**src/rtl/hmg_pkg.sv**
```systemverilog
// shared types and constants of the heightmap mesh generator
package hmg_pkg;

    // grid limits
    localparam int MAX_WIDTH  = 1024;
    localparam int MAX_HEIGHT = 1024;
    localparam int COL_W      = $clog2(MAX_WIDTH);
    localparam int ROW_W      = $clog2(MAX_HEIGHT);
    localparam int WSZ_W      = COL_W + 1;
    localparam int HSZ_W      = ROW_W + 1;

    // field widths
    localparam int CFG_SIZE_W = 11;
    localparam int STEP_W     = 24;
    localparam int LEVEL_W    = 8;
    localparam int POS_XZ_W   = 34;
    localparam int POS_Y_W    = 32;
    localparam int WEIGHT_W   = 16;
    localparam int IDX_W      = 20;
    localparam int CFG_IDX_W  = 3;
    localparam int CFG_DATA_W = 24;
    localparam int TDATA_W    = 176;
    localparam int CMP_W      = (CFG_SIZE_W > HSZ_W)
                                ? ((CFG_SIZE_W > WSZ_W) ? CFG_SIZE_W : WSZ_W)
                                : ((HSZ_W > WSZ_W) ? HSZ_W : WSZ_W);

    // register reset values
    localparam logic [CFG_SIZE_W-1:0] MAP_WIDTH_RST  = CFG_SIZE_W'(256);
    localparam logic [CFG_SIZE_W-1:0] MAP_HEIGHT_RST = CFG_SIZE_W'(256);
    localparam logic [STEP_W-1:0]     X_STEP_RST     = STEP_W'(65536);
    localparam logic [STEP_W-1:0]     Z_STEP_RST     = STEP_W'(65536);
    localparam logic [STEP_W-1:0]     LEVEL_STEP_RST = STEP_W'(257);

    // register indexes
    typedef enum logic [CFG_IDX_W-1:0] {
        CFG_MAP_WIDTH  = 3'd0,
        CFG_MAP_HEIGHT = 3'd1,
        CFG_X_STEP     = 3'd2,
        CFG_Z_STEP     = 3'd3,
        CFG_LEVEL_STEP = 3'd4
    } hmg_cfg_idx_t;

    // record kinds
    localparam logic KIND_VERTEX = 1'b0;
    localparam logic KIND_INDEX  = 1'b1;

    // record slots within one sample: vertex, then six corners
    localparam logic [2:0] SLOT_VERTEX   = 3'd0;
    localparam logic [2:0] SLOT_TL       = 3'd1;
    localparam logic [2:0] SLOT_BL_A     = 3'd2;
    localparam logic [2:0] SLOT_TR_A     = 3'd3;
    localparam logic [2:0] SLOT_BR       = 3'd4;
    localparam logic [2:0] SLOT_TR_B     = 3'd5;
    localparam logic [2:0] SLOT_BL_B     = 3'd6;

    typedef struct packed {
        logic [COL_W-1:0] col;
        logic [ROW_W-1:0] row;
        logic [IDX_W-1:0] num;
    } hmg_grid_t;

    typedef struct packed {
        logic [LEVEL_W-1:0] level;
        hmg_grid_t          grid;
        logic [WSZ_W-1:0]   width;
    } hmg_sample_t;

    typedef struct packed {
        logic [POS_XZ_W-1:0] pos_x;
        logic [POS_Y_W-1:0]  pos_y;
        logic [POS_XZ_W-1:0] pos_z;
        logic                tex_u;
        logic                tex_v;
        logic [WEIGHT_W-1:0] weight_low;
        logic [WEIGHT_W-1:0] weight_mid;
        logic [WEIGHT_W-1:0] weight_high;
        logic                quad;
        logic [IDX_W-1:0]    br;
        logic [IDX_W-1:0]    bl;
        logic [IDX_W-1:0]    tr;
        logic [IDX_W-1:0]    tl;
    } hmg_vertex_t;

    typedef struct packed {
        logic                kind;
        logic [POS_XZ_W-1:0] pos_x;
        logic [POS_Y_W-1:0]  pos_y;
        logic [POS_XZ_W-1:0] pos_z;
        logic                tex_u;
        logic                tex_v;
        logic [WEIGHT_W-1:0] weight_low;
        logic [WEIGHT_W-1:0] weight_mid;
        logic [WEIGHT_W-1:0] weight_high;
        logic [IDX_W-1:0]    vertex_index;
        logic                last;
    } hmg_record_t;

endpackage

```
**src/rtl/hmg_grid_counter.sv**
```systemverilog
// column, row and vertex number tracking of the incoming sample stream
module hmg_grid_counter
    import hmg_pkg::*;
(
    input  logic                  aclk,
    input  logic                  aresetn,
    input  logic                  restart,
    input  logic                  advance,
    input  logic [CFG_SIZE_W-1:0] map_width,
    input  logic [CFG_SIZE_W-1:0] map_height,
    output hmg_grid_t             grid,
    output logic [WSZ_W-1:0]      eff_width
);

    hmg_grid_t        grid_reg, grid_next;
    logic [CMP_W-1:0] width_ext, height_ext, width_sat, height_sat;
    logic [HSZ_W-1:0] eff_height;
    logic [WSZ_W-1:0] col_inc;
    logic [HSZ_W-1:0] row_inc;

    // zero acts as one, oversize saturates
    always_comb begin
        width_ext  = CMP_W'(map_width);
        height_ext = CMP_W'(map_height);
        if (width_ext == '0) begin
            width_sat = CMP_W'(1);
        end else if (width_ext > CMP_W'(MAX_WIDTH)) begin
            width_sat = CMP_W'(MAX_WIDTH);
        end else begin
            width_sat = width_ext;
        end
        if (height_ext == '0) begin
            height_sat = CMP_W'(1);
        end else if (height_ext > CMP_W'(MAX_HEIGHT)) begin
            height_sat = CMP_W'(MAX_HEIGHT);
        end else begin
            height_sat = height_ext;
        end
        eff_width  = width_sat[WSZ_W-1:0];
        eff_height = height_sat[HSZ_W-1:0];
    end

    always_comb begin
        grid_next = grid_reg;
        col_inc   = {1'b0, grid_reg.col} + WSZ_W'(1);
        row_inc   = {1'b0, grid_reg.row} + HSZ_W'(1);
        if (restart) begin
            grid_next = '0;
        end else if (advance) begin
            grid_next.num = grid_reg.num + IDX_W'(1);
            if (col_inc >= eff_width) begin
                grid_next.col = '0;
                if (row_inc >= eff_height) begin
                    grid_next.row = '0;
                    grid_next.num = '0;
                end else begin
                    grid_next.row = row_inc[ROW_W-1:0];
                end
            end else begin
                grid_next.col = col_inc[COL_W-1:0];
            end
        end
    end

    always_ff @(posedge aclk) begin
        if (!aresetn) begin
            grid_reg <= '0;
        end else begin
            grid_reg <= grid_next;
        end
    end

    assign grid = grid_reg;

endmodule

```
**src/rtl/hmg_vertex_calc.sv**
```systemverilog
// registered stage computing vertex position, blend weights and quad corners
module hmg_vertex_calc
    import hmg_pkg::*;
(
    input  logic              aclk,
    input  logic              aresetn,
    input  logic              in_valid,
    output logic              in_ready,
    input  hmg_sample_t       in_sample,
    input  logic [STEP_W-1:0] x_step,
    input  logic [STEP_W-1:0] z_step,
    input  logic [STEP_W-1:0] level_step,
    output logic              out_valid,
    input  logic              out_ready,
    output hmg_vertex_t       out_vertex
);

    // floor(y / 255) for 16-bit y with adds only
    function automatic logic [8:0] div255(input logic [15:0] y);
        logic [16:0] t;
        t = 17'(y) + 17'(y[15:8]) + 17'd1;
        return t[16:8];
    endfunction

    // num * 32768 / 255 rounded, num up to 255
    function automatic logic [WEIGHT_W-1:0] ratio255(input logic [7:0] num);
        logic [15:0] y;
        y = {1'b0, num, 7'd0} + 16'd127;
        return {1'b0, num, 7'd0} + WEIGHT_W'(div255(y));
    endfunction

    // num * 32768 / 102 rounded, num up to 102
    function automatic logic [WEIGHT_W-1:0] ratio102(input logic [6:0] num);
        logic [11:0] y;
        logic [25:0] p;
        y = 12'(num) * 12'd26 + 12'd51;
        p = 26'(y) * 26'd10281;
        return WEIGHT_W'(16'(num) * 16'd321) + WEIGHT_W'(p[25:20]);
    endfunction

    logic        valid_reg;
    hmg_vertex_t vertex_reg, vertex_next;
    logic [8:0]  two_s;
    logic [7:0]  level_dist;
    logic        load;

    assign in_ready = !valid_reg || out_ready;
    assign load     = in_valid && in_ready;

    always_comb begin
        two_s      = {in_sample.level, 1'b0};
        level_dist = in_sample.level[7] ? 8'(two_s - 9'd255) : 8'(9'd255 - two_s);

        vertex_next.pos_x = POS_XZ_W'(in_sample.grid.col) * POS_XZ_W'(x_step);
        vertex_next.pos_y = POS_Y_W'(in_sample.level) * POS_Y_W'(level_step);
        vertex_next.pos_z = POS_XZ_W'(in_sample.grid.row) * POS_XZ_W'(z_step);
        vertex_next.tex_u = in_sample.grid.col[0];
        vertex_next.tex_v = in_sample.grid.row[0];

        // low band below half height, high band above
        vertex_next.weight_low  = in_sample.level[7] ? '0 : ratio255(level_dist);
        vertex_next.weight_high = in_sample.level[7] ? ratio255(level_dist) : '0;
        vertex_next.weight_mid  = (level_dist < 8'd102)
                                  ? ratio102(7'(8'd102 - level_dist)) : '0;

        vertex_next.quad = (in_sample.grid.col != '0) && (in_sample.grid.row != '0);
        vertex_next.br   = in_sample.grid.num;
        vertex_next.bl   = in_sample.grid.num - IDX_W'(1);
        vertex_next.tr   = in_sample.grid.num - IDX_W'(in_sample.width);
        vertex_next.tl   = in_sample.grid.num - IDX_W'(in_sample.width) - IDX_W'(1);
    end

    always_ff @(posedge aclk) begin
        if (!aresetn) begin
            valid_reg <= 1'b0;
        end else if (in_ready) begin
            valid_reg <= in_valid;
        end
    end

    always_ff @(posedge aclk) begin
        if (load) begin
            vertex_reg <= vertex_next;
        end
    end

    assign out_valid  = valid_reg;
    assign out_vertex = vertex_reg;

endmodule

```
**src/rtl/hmg_record_seq.sv**
```systemverilog
// emits the vertex record and, for a quad sample, the six corner index records into the output register
module hmg_record_seq
    import hmg_pkg::*;
(
    input  logic        aclk,
    input  logic        aresetn,
    input  logic        in_valid,
    output logic        in_ready,
    input  hmg_vertex_t in_vertex,
    output logic        out_valid,
    input  logic        out_ready,
    output hmg_record_t out_record
);

    logic [2:0]  slot_reg, slot_next;
    logic        valid_reg, valid_next;
    hmg_record_t rec_reg, rec_next;
    logic        load;
    logic        final_slot;

    assign load = !valid_reg || out_ready;

    always_comb begin
        rec_next   = '0;
        rec_next.kind = (slot_reg == SLOT_VERTEX) ? KIND_VERTEX : KIND_INDEX;
        final_slot = 1'b0;
        case (slot_reg)
            SLOT_VERTEX: begin
                rec_next.pos_x        = in_vertex.pos_x;
                rec_next.pos_y        = in_vertex.pos_y;
                rec_next.pos_z        = in_vertex.pos_z;
                rec_next.tex_u        = in_vertex.tex_u;
                rec_next.tex_v        = in_vertex.tex_v;
                rec_next.weight_low   = in_vertex.weight_low;
                rec_next.weight_mid   = in_vertex.weight_mid;
                rec_next.weight_high  = in_vertex.weight_high;
                rec_next.vertex_index = in_vertex.br;
                final_slot            = !in_vertex.quad;
            end
            SLOT_TL:   rec_next.vertex_index = in_vertex.tl;
            SLOT_BL_A: rec_next.vertex_index = in_vertex.bl;
            SLOT_TR_A: rec_next.vertex_index = in_vertex.tr;
            SLOT_BR:   rec_next.vertex_index = in_vertex.br;
            SLOT_TR_B: rec_next.vertex_index = in_vertex.tr;
            SLOT_BL_B: begin
                rec_next.vertex_index = in_vertex.bl;
                final_slot            = 1'b1;
            end
            default:   final_slot = 1'b1;
        endcase
        rec_next.last = final_slot;

        in_ready   = load && in_valid && final_slot;
        valid_next = load ? in_valid : valid_reg;
        slot_next  = slot_reg;
        if (load && in_valid) begin
            slot_next = final_slot ? SLOT_VERTEX : slot_reg + 3'd1;
        end
    end

    always_ff @(posedge aclk) begin
        if (!aresetn) begin
            valid_reg <= 1'b0;
            slot_reg  <= SLOT_VERTEX;
        end else begin
            valid_reg <= valid_next;
            slot_reg  <= slot_next;
        end
    end

    always_ff @(posedge aclk) begin
        if (load && in_valid) begin
            rec_reg <= rec_next;
        end
    end

    assign out_valid  = valid_reg;
    assign out_record = rec_reg;

    // a sample in progress stays put until its last record is loaded
    a_slot_holds_item: assert property (@(posedge aclk) disable iff (!aresetn)
        (slot_reg != SLOT_VERTEX) |-> in_valid)
        else $error("record slot advanced without a pending vertex");

    a_slot_range: assert property (@(posedge aclk) disable iff (!aresetn)
        slot_reg <= SLOT_BL_B)
        else $error("record slot out of range");

    // only a vertex record may close a sample without a quad
    a_last_kind: assert property (@(posedge aclk) disable iff (!aresetn)
        (in_ready && slot_reg == SLOT_VERTEX) |-> !in_vertex.quad)
        else $error("quad sample released after its vertex record");

    a_release_loads: assert property (@(posedge aclk) disable iff (!aresetn)
        in_ready |=> (valid_reg && rec_reg.last))
        else $error("sample released without a last record in the output");

endmodule

```
**src/rtl/heightmap_mesh_generator_unit.sv**
```systemverilog
// top level of the heightmap to grid mesh generator
//
// s_ channel: one heightmap sample per transaction, row-major order. every
// sample gives one vertex record on the m_ channel; a sample that closes a
// grid quad (column and row both nonzero) adds six index records in corner
// order tl, bl, tr, br, tr, bl. m_tuser tells vertex (0) from index (1)
// records and m_tlast marks the final record of each sample.
// cfg channel: register writes (0 map_width, 1 map_height, 2 x_step,
// 3 z_step, 4 level_step), always ready; size writes restart the frame.
// the vertex record passes the input, vertex and output registers in turn.
// throughput: one sample per cycle on the first row and first column while
// m_tready is high; elsewhere a sample's seven records pass the single record
// output register in turn. three registers sit in the path (input, vertex,
// output), so samples still enter until they fill while a record waits on m_tready.
// reset (aresetn low, synchronous): registers return to their defaults,
// counters clear to the frame start, all pipeline stages empty.
// a stalled receiver holds the output record and backs up into s_tready.
module heightmap_mesh_generator_unit
    import hmg_pkg::*;
(
    input  logic                  aclk,
    input  logic                  aresetn,
    // input samples
    input  logic                  s_tvalid,
    output logic                  s_tready,
    input  logic [7:0]            s_tdata,   // [7:0] sample_level
    // mesh records
    output logic                  m_tvalid,
    input  logic                  m_tready,
    output logic [TDATA_W-1:0]    m_tdata,   // pos_x, pos_y, pos_z, tex_u, tex_v,
                                             // weight_low, weight_mid, weight_high,
                                             // vertex_index, zero pad
    output logic                  m_tuser,   // record_kind
    output logic                  m_tlast,   // last record of this sample
    // register writes
    input  logic                  cfg_valid,
    output logic                  cfg_ready,
    input  logic [CFG_IDX_W-1:0]  cfg_index,
    input  logic [CFG_DATA_W-1:0] cfg_data
);

    // configuration registers
    logic [CFG_SIZE_W-1:0] map_width_reg, map_height_reg;
    logic [STEP_W-1:0]     x_step_reg, z_step_reg, level_step_reg;
    logic                  cfg_write;
    logic                  restart;

    // input stage
    logic                  a_valid_reg;
    hmg_sample_t           a_sample_reg;
    logic                  s_accept;

    hmg_grid_t             grid;
    logic [WSZ_W-1:0]      eff_width;
    logic                  calc_ready;
    logic                  vtx_valid, vtx_ready;
    hmg_vertex_t           vertex;
    hmg_record_t           record;

    assign cfg_ready = 1'b1;
    assign cfg_write = cfg_valid && cfg_ready;
    assign restart   = cfg_write && ((cfg_index == CFG_MAP_WIDTH) ||
                                     (cfg_index == CFG_MAP_HEIGHT));

    always_ff @(posedge aclk) begin
        if (!aresetn) begin
            map_width_reg  <= MAP_WIDTH_RST;
            map_height_reg <= MAP_HEIGHT_RST;
            x_step_reg     <= X_STEP_RST;
            z_step_reg     <= Z_STEP_RST;
            level_step_reg <= LEVEL_STEP_RST;
        end else if (cfg_write) begin
            case (cfg_index)
                CFG_MAP_WIDTH:  map_width_reg  <= cfg_data[CFG_SIZE_W-1:0];
                CFG_MAP_HEIGHT: map_height_reg <= cfg_data[CFG_SIZE_W-1:0];
                CFG_X_STEP:     x_step_reg     <= cfg_data[STEP_W-1:0];
                CFG_Z_STEP:     z_step_reg     <= cfg_data[STEP_W-1:0];
                CFG_LEVEL_STEP: level_step_reg <= cfg_data[STEP_W-1:0];
                default:        ; // unknown index, write dropped
            endcase
        end
    end

    // input register: sample tagged with its grid position
    assign s_tready = !a_valid_reg || calc_ready;
    assign s_accept = s_tvalid && s_tready;

    hmg_grid_counter u_grid (
        .aclk       (aclk),
        .aresetn    (aresetn),
        .restart    (restart),
        .advance    (s_accept),
        .map_width  (map_width_reg),
        .map_height (map_height_reg),
        .grid       (grid),
        .eff_width  (eff_width)
    );

    always_ff @(posedge aclk) begin
        if (!aresetn) begin
            a_valid_reg <= 1'b0;
        end else if (s_tready) begin
            a_valid_reg <= s_tvalid;
        end
    end

    always_ff @(posedge aclk) begin
        if (s_accept) begin
            a_sample_reg.level <= s_tdata;
            a_sample_reg.grid  <= grid;
            a_sample_reg.width <= eff_width;
        end
    end

    hmg_vertex_calc u_calc (
        .aclk       (aclk),
        .aresetn    (aresetn),
        .in_valid   (a_valid_reg),
        .in_ready   (calc_ready),
        .in_sample  (a_sample_reg),
        .x_step     (x_step_reg),
        .z_step     (z_step_reg),
        .level_step (level_step_reg),
        .out_valid  (vtx_valid),
        .out_ready  (vtx_ready),
        .out_vertex (vertex)
    );

    hmg_record_seq u_seq (
        .aclk       (aclk),
        .aresetn    (aresetn),
        .in_valid   (vtx_valid),
        .in_ready   (vtx_ready),
        .in_vertex  (vertex),
        .out_valid  (m_tvalid),
        .out_ready  (m_tready),
        .out_record (record)
    );

    // pack the record, first field in the lowest bits
    assign m_tdata = {6'd0, record.vertex_index, record.weight_high, record.weight_mid,
                      record.weight_low, record.tex_v, record.tex_u, record.pos_z,
                      record.pos_y, record.pos_x};
    assign m_tuser = record.kind;
    assign m_tlast = record.last;

endmodule
```
**config.mk**
```make
export PLATFORM = sky130hd
export DESIGN_NAME = heightmap_mesh_generator_unit
export DESIGN_NICKNAME = d
export VERILOG_FILES = /design/src/rtl/hmg_pkg.sv /design/src/rtl/hmg_grid_counter.sv /design/src/rtl/hmg_vertex_calc.sv /design/src/rtl/hmg_record_seq.sv /design/src/rtl/heightmap_mesh_generator_unit.sv
export SDC_FILE = /design/constraint.sdc
export NUM_CORES = 2
export LEC_CHECK = 0
export ABC_AREA = 0
export BUFFER_PORTS_ARGS = -buffer_cell sky130_fd_sc_hd__buf_2
export CAP_MARGIN = 20
export CORE_ASPECT_RATIO = 0.5
export CORE_UTILIZATION = 50
export DETAILED_ROUTE_END_ITERATION = 8
export GPL_TIMING_DRIVEN = 0
export PLACE_DENSITY = 0.69
export SYNTH_ARGS = -nofsm -noshare
export SYNTH_HDL_FRONTEND = slang
export SYNTH_HIERARCHICAL = 1
export SYNTH_SLANG_ARGS = --single-unit
export TNS_END_PERCENT = 5
```
**constraint.sdc**
```tcl
create_clock -name aclk -period 10.9 [get_ports aclk]
set_input_delay 1.09 -clock aclk [delete_from_list [all_inputs] [get_ports aclk]]
set_output_delay 1.09 -clock aclk [all_outputs]
set_load 0.005 [all_outputs]
```
# Word level (Yosys, flattened, before mapping)
# Index checks and enable logic that the tools add are counted.
[word_totals] ram_bits=0 romBits=0 n_memories=0 output_inout_bits=181 latchBits=0 regBits=602
[classes] div_mod_pow=0 eq_ne=10 n_reduce_logical=31 n_addsub=16 magnitude_cmp=5 muxes=13 bitwise=1 shifts=0 multipliers=6
[op_table] operator="20-bit case mux with 4 select lines" count=1
[op_table] operator="10-bit by 24-bit multiplier with 34-bit output" count=2
[op_table] operator="11-bit 2-to-1 mux" count=4
[op_table] operator="20-bit 2-to-1 mux" count=2
[op_table] operator="20-bit by 1-bit subtractor with 20-bit output (second input constant)" count=2
[op_table] operator="8-bit by 24-bit multiplier with 32-bit output" count=1
[op_table] operator="12-bit by 14-bit multiplier with 26-bit output (second input constant)" count=1
[op_table] operator="10-bit by 1-bit adder with 11-bit output (second input constant)" count=2
[op_table] operator="11-bit >= comparator" count=2
[op_table] operator="11-bit > comparator (second input constant)" count=2
[op_table] operator="11-bit zero test" count=2
[op_table] operator="20-bit by 1-bit adder with 20-bit output (second input constant)" count=1
[op_table] operator="10-bit 2-to-1 mux" count=2
[op_table] operator="10-bit nonzero test" count=2
[op_table] operator="20-bit by 11-bit subtractor with 20-bit output" count=1
[op_table] operator="16-bit by 8-bit adder with 17-bit output" count=1
[op_table] operator="17-bit by 1-bit adder with 17-bit output (second input constant)" count=1
[op_table] operator="15-bit by 7-bit adder with 16-bit output (second input constant)" count=1
[op_table] operator="15-bit by 9-bit adder with 16-bit output" count=1
[op_table] operator="16-bit by 6-bit adder with 16-bit output" count=1
[op_table] operator="7-bit by 9-bit multiplier with 16-bit output (second input constant)" count=1
[op_table] operator="12-bit by 6-bit adder with 12-bit output (second input constant)" count=1
[op_table] operator="3-bit by 2-bit equality test with 1-bit output (second input constant)" count=4
[op_table] operator="3-bit equality test (second input constant)" count=4
[op_table] operator="other kinds (19)" count=40

# Depth between registers and ports, before layout
[logic_depth] ltp_word=8 ltp_mapped=48 mapped_depth_nobuf=48

# Modules after synthesis
# The synthesis kept the hierarchy.
[modules_own_cells] mod="hmg_vertex_calc" n_inst=1 area_per_inst_um2=32209.6 cells_each=3246
[modules_own_cells] mod="hmg_record_seq" n_inst=1 area_per_inst_um2=6929.1 cells_each=456
[modules_own_cells] mod="heightmap_mesh_generator_unit" n_inst=1 area_per_inst_um2=5392.7 cells_each=416
[modules_own_cells] mod="hmg_grid_counter" n_inst=1 area_per_inst_um2=2688.8 cells_each=328

# Least setup slack after synthesis
# Ideal clock, no wire load.
[synth_path] path_type="input -> register" from="input port m_tready" to="register u_calc.vertex_reg, in the netlist u_calc/out_vertex[0] (enable)" required_time_ns=10.280 setup_slack_ns=-0.787 arrival_time_ns=11.067 cell_stages=5 path_cell_list="nand2b_1 and2_1 and2_1 nand2b_1 and2_1"
[synth_via] elab_chain_len=5
[synth_rtl] item="from (decl)" line="heightmap_mesh_generator_unit.sv:29" rtl="input logic m_tready,"
[synth_rtl] item="1-bit logical OR" line="hmg_record_seq.sv:21" rtl="assign load = !valid_reg || out_ready;"
[synth_rtl] item="1-bit logical AND (2 in series)" line="hmg_record_seq.sv:53" rtl="in_ready = load && in_valid && final_slot;"
[synth_rtl] item="named net vtx_ready" line="heightmap_mesh_generator_unit.sv:56" rtl="logic vtx_valid, vtx_ready;"
[synth_rtl] item="1-bit logical OR" line="hmg_vertex_calc.sv:47" rtl="assign in_ready = !valid_reg || out_ready;"
[synth_rtl] item="named net calc_ready" line="heightmap_mesh_generator_unit.sv:55" rtl="logic calc_ready;"
[synth_rtl] item="1-bit logical AND" line="hmg_vertex_calc.sv:48" rtl="assign load = in_valid && in_ready;"
[synth_rtl] item="named net u_calc.load" line="hmg_vertex_calc.sv:45" rtl="logic load;"
[synth_rtl] item="to (signal assigned)" line="hmg_vertex_calc.sv:83" rtl="vertex_reg <= vertex_next;"
[synth_rtl] item="to (decl)" line="hmg_vertex_calc.sv:42" rtl="hmg_vertex_t vertex_reg, vertex_next;"
# The timed path passes the listed nets, and every way through them passes these cells.
# A chain may end at the register's enable or synchronous reset.

# Final worst setup path
[layout_path] from="register a_sample_reg[58] in the netlist's numbering" to="register u_calc.vertex_reg, in the netlist u_calc/out_vertex[111], data pin"
[layout_via] elab_chain_len=6 elab_cells_between_ends=8 classes_between="add/sub (3); mul (3); order compare (1); mux (1)"
[layout_rtl] item="from (decl)" line="heightmap_mesh_generator_unit.sv:50" rtl="hmg_sample_t a_sample_reg;"
[layout_rtl] item="8-bit 2-to-1 mux *" line="hmg_vertex_calc.sv:52" rtl="level_dist = in_sample.level[7] ? 8'(two_s - 9'd255) : 8'(9'd255 - two_s);"
[layout_rtl] item="7-bit subtractor" line="hmg_vertex_calc.sv:64" rtl="? ratio102(7'(8'd102 - level_dist)) : '0;"
[layout_rtl] item="7-bit by 4-bit multiplier with 11-bit output" line="hmg_vertex_calc.sv:36" rtl="y = 12'(num) * 12'd26 + 12'd51;"
[layout_rtl] item="12-bit by 6-bit adder with 12-bit output" line="hmg_vertex_calc.sv:36"
[layout_rtl] item="12-bit by 14-bit multiplier with 26-bit output" line="hmg_vertex_calc.sv:37" rtl="p = 26'(y) * 26'd10281;"
[layout_rtl] item="16-bit by 6-bit adder with 16-bit output" line="hmg_vertex_calc.sv:38" rtl="return WEIGHT_W'(16'(num) * 16'd321) + WEIGHT_W'(p[25:20]);"
# Every way passes the cells marked *; elsewhere a longest branch is shown, timed or not.

==> reports/qor.yml <==
floorplanning:
  die_w_um: 436.6
  core_mm2: 0.09321
  top_level_ports: 221
  initial_core_util_pct: 50.66
  fp.dieArea_mm2: 0.09575
  std_cell_rows: 79
  dieHeight_um: 219.3
timing:
  finalClockSkew_ps: 51.60
  period_share_pct: 94.14
  report.final.setup_viol: 0
  post-route-min-period_ps: 10260
  fmax_mhz: 97.46
  maxSlewViolCount: 0
  hold_viol_final: 0
  slew_headroom_pct: 28.82
  tightest_slew_ps: 1068
setup_path:
  crit_top_cell: "ha_1"
  r2r_start: "a_sample_reg[58]"
  path_class: "flop to flop"
  cp_data_required_time_ps: 11290
  cp_slowest_cell: "fa_1"
  start_kind: "flop"
  critPathCaptureType: "flop"
  arrival_ps: 10650
  r2r_end: "u_calc/out_vertex[111]"
  r2r_cells: 46
  rrSetupSlack_ps: 640
  worstPathMaxFanout: 10
  cpPeakStageDelay_ps: 510
layout:
  layout_common_cells: "627 x nand2_1, 541 x inv_1, 493 x fa_1, 462 x edfxtp_1, 349 x ha_1"
  synthToLayoutAreaGrowth_pct: 10.61
  largest_reg_flops: 231
  final_common_cell: "nand2_1"
  drive_above_1_share_pct: 8.812
  final_core_util_pct: 56.04
  nNetsFinal: 5622
clocking:
  clkSinkCount: 602
  clockBufferDepth: 3
  htree_num_levels: 2
  clkTransAtPathRegs_ps: 70
  cts_tree: "built"
  root_buffer: "clkbuf_16"
  insertion_delay_ps: 680
  cts_buffers: 57
global_route:
  grt_start_max_net_pins: 64
  grt_overflow: 0
  grt_pass1_vias: 33890
  globalRouteTotalUtil_pct: 25.18
  grt_use_met3_pct: 4.279
  grt_util_met1_pct: 34.30
  grt_first_pass_wirelength_mm: 187.5
  grt.busiest_layer: "met2"
  antenna_found_initial: 6
  grt_util_met2_pct: 40.93
logic_synthesis:
  syn_area_mm2: 0.04722
  synth_edf_count: 462
  synth_warnings: 6
  synthArstFlopShare_pct: 0
  ys.flop_type: "edfxtp_1"
  syn_area_per_cell_um2: 10.62
  synth-seq-cells: 602
  postSynthCellCount: 4446
  ys_seq_area_share_pct: 35.32
  synth_cell_type_count: 95
routing:
  postRouteAntennaNets: 0
  vias: 33350
  firstDrtPassIters: 5
  routedWlPerCell_um: 19.87
  avgViaCountPerCell: 5.516
  wirelength_mm: 120.2
  drt-initial-drc-count: 2589
  drc_errors: 0
min_path:
  min_path_cells: 0
  min_path_type: "flop to flop"
  worstHoldEndpoint: "u_calc/out_vertex[75]"
  worstHoldStart: "a_sample_reg[26]"
place:
  dp.final_hpwl_mm: 91.56
  gp_congestion: 0.9219
  port_buffers: 213
power:
  power.total_w: 0.01180
  leakage_nw: 23.45
  peakVddDrop_mv: 1.420
  power_density_mw_per_mm2: 225.9
job:
  drv_cap: 0
status:
  outcome: "completed"
cell families (layout without fill, tap and decap cells):
group | after synthesis | in the layout | share of synthesized area, %
multiplexers | 97 | 97 | 2.061
flip-flops | 602 | 602 | 35.32
other | 2 | 10 | 0.01590
XOR/XNOR | 215 | 215 | 3.988
buffers and inverters | 759 | 1097 | 6.227
AND/OR/NAND/NOR | 1510 | 1510 | 16.14
adder cells (fa/ha/maj) | 842 | 842 | 30.15
AO/OA/AOI/OAI | 419 | 419 | 6.105
synthesized netlist by cell type (9+ instances only):
master    number  area [um2]
nand4_1       17       106.4
o21bai_1      20       150.1
o21a_1        27       202.7
o21ai_0       70       350.3
nor3_1        27       135.1
buf_4         11       82.58
and2_1       318        1989
inv_1        539        2023
nand2b_1      26       162.7
ha_1         349        4367
clkbuf_1     169       634.4
nor4_1        15       93.84
xor2_1        78       683.2
buf_1         11       41.29
a211oi_1      23       172.7
xnor2_1      137        1200
edfxtp_1     462       13870
and3_1       182        1139
nor2_1       140       525.5
buf_2         22       110.1
a21o_1        47       352.8
fa_1         493        9869
a21oi_1      103       515.5
or3_1          9       56.30
mux2i_1       95       950.9
nand2_1      627        2354
nor2b_1       36       225.2
a222oi_1      20       200.2
o211ai_1       9       67.56
dfxtp_1      140        2803
a31oi_1       14       87.58
nand3_1       53       265.3
how the worst max path moves through the flow:
stage / from / to / cells past startpoint
3_3_place_gp: m_tready / u_calc/out_vertex[32] / 6
6_report: a_sample_reg[58] / u_calc/out_vertex[111] / 46
3_5_place_dp: a_sample_reg[51] / u_calc/out_vertex[111] / 44
5_1_grt: a_sample_reg[58] / u_calc/out_vertex[111] / 46
4_1_cts: a_sample_reg[51] / u_calc/out_vertex[111] / 46
2_1_floorplan: a_sample_reg[58] / u_calc/out_vertex[111] / 44
per-stage QoR:
stage          hold WS (ps)  setup WS (ps)  area [um2]  setup TNS [ps]  instances
2_1_floorplan         406.4           1649       47240               0       4451
3_3_place_gp          434.0          -1933       49880         -498250       5919
3_5_place_dp          431.7         -175.2       50080          -175.2       5926
4_1_cts               446.9          155.3       52080               0       6034
5_1_grt               464.7         -34.35       52230          -34.35       6047
6_report              446.2          639.0       52230               0       6047
per-layer routing:
layer	vias to the layer above	share of wire, %
met3	192	7.3
met4	0	3.4
met1	16800	43
met5	-	0
met2	1101	46
li1	15260	-
worst max-delay path, delay by kind of cell (launching register included):
family                     cells  cell delay (ps)
AOI/OAI and AO/OA             15             2760
xor gates and xnor gates       4              740
adders and majority gates     12             3980
buffers and inverters          6              390
DFF                            1              490
muxes                          1              280
and+or+nand+nor                8             1340
repair_timing:
item,in CTS,in global routing
gates resized for setup,3,20
hold buffers,0,0
endpoints found under the setup margin,2,6
pin swaps,0,2
cloned,0,0
setup buffers,0,10
area by class of cell:
cell class | instances | area (um2)
multi-input combinational | 3090 | 27720
timing repair buffer | 230 | 1334
clock inverter | 39 | 425.4
inverter | 543 | 2041
tap | 1255 | 1570
clock buffer | 69 | 1555
buffer | 216 | 905.9
antenna | 3 | 7.507
sequential | 602 | 16680
fill | 7911 | 40980
where the power goes:
part,leakage (nW),internal [W],switching [W]
logic,16.9,0.00315,0.00373
registers,5.53,0.00275,0.0000636
clock network,0.994,0.00116,0.000956
No activity file was read; power rests on OpenSTA's default activity.
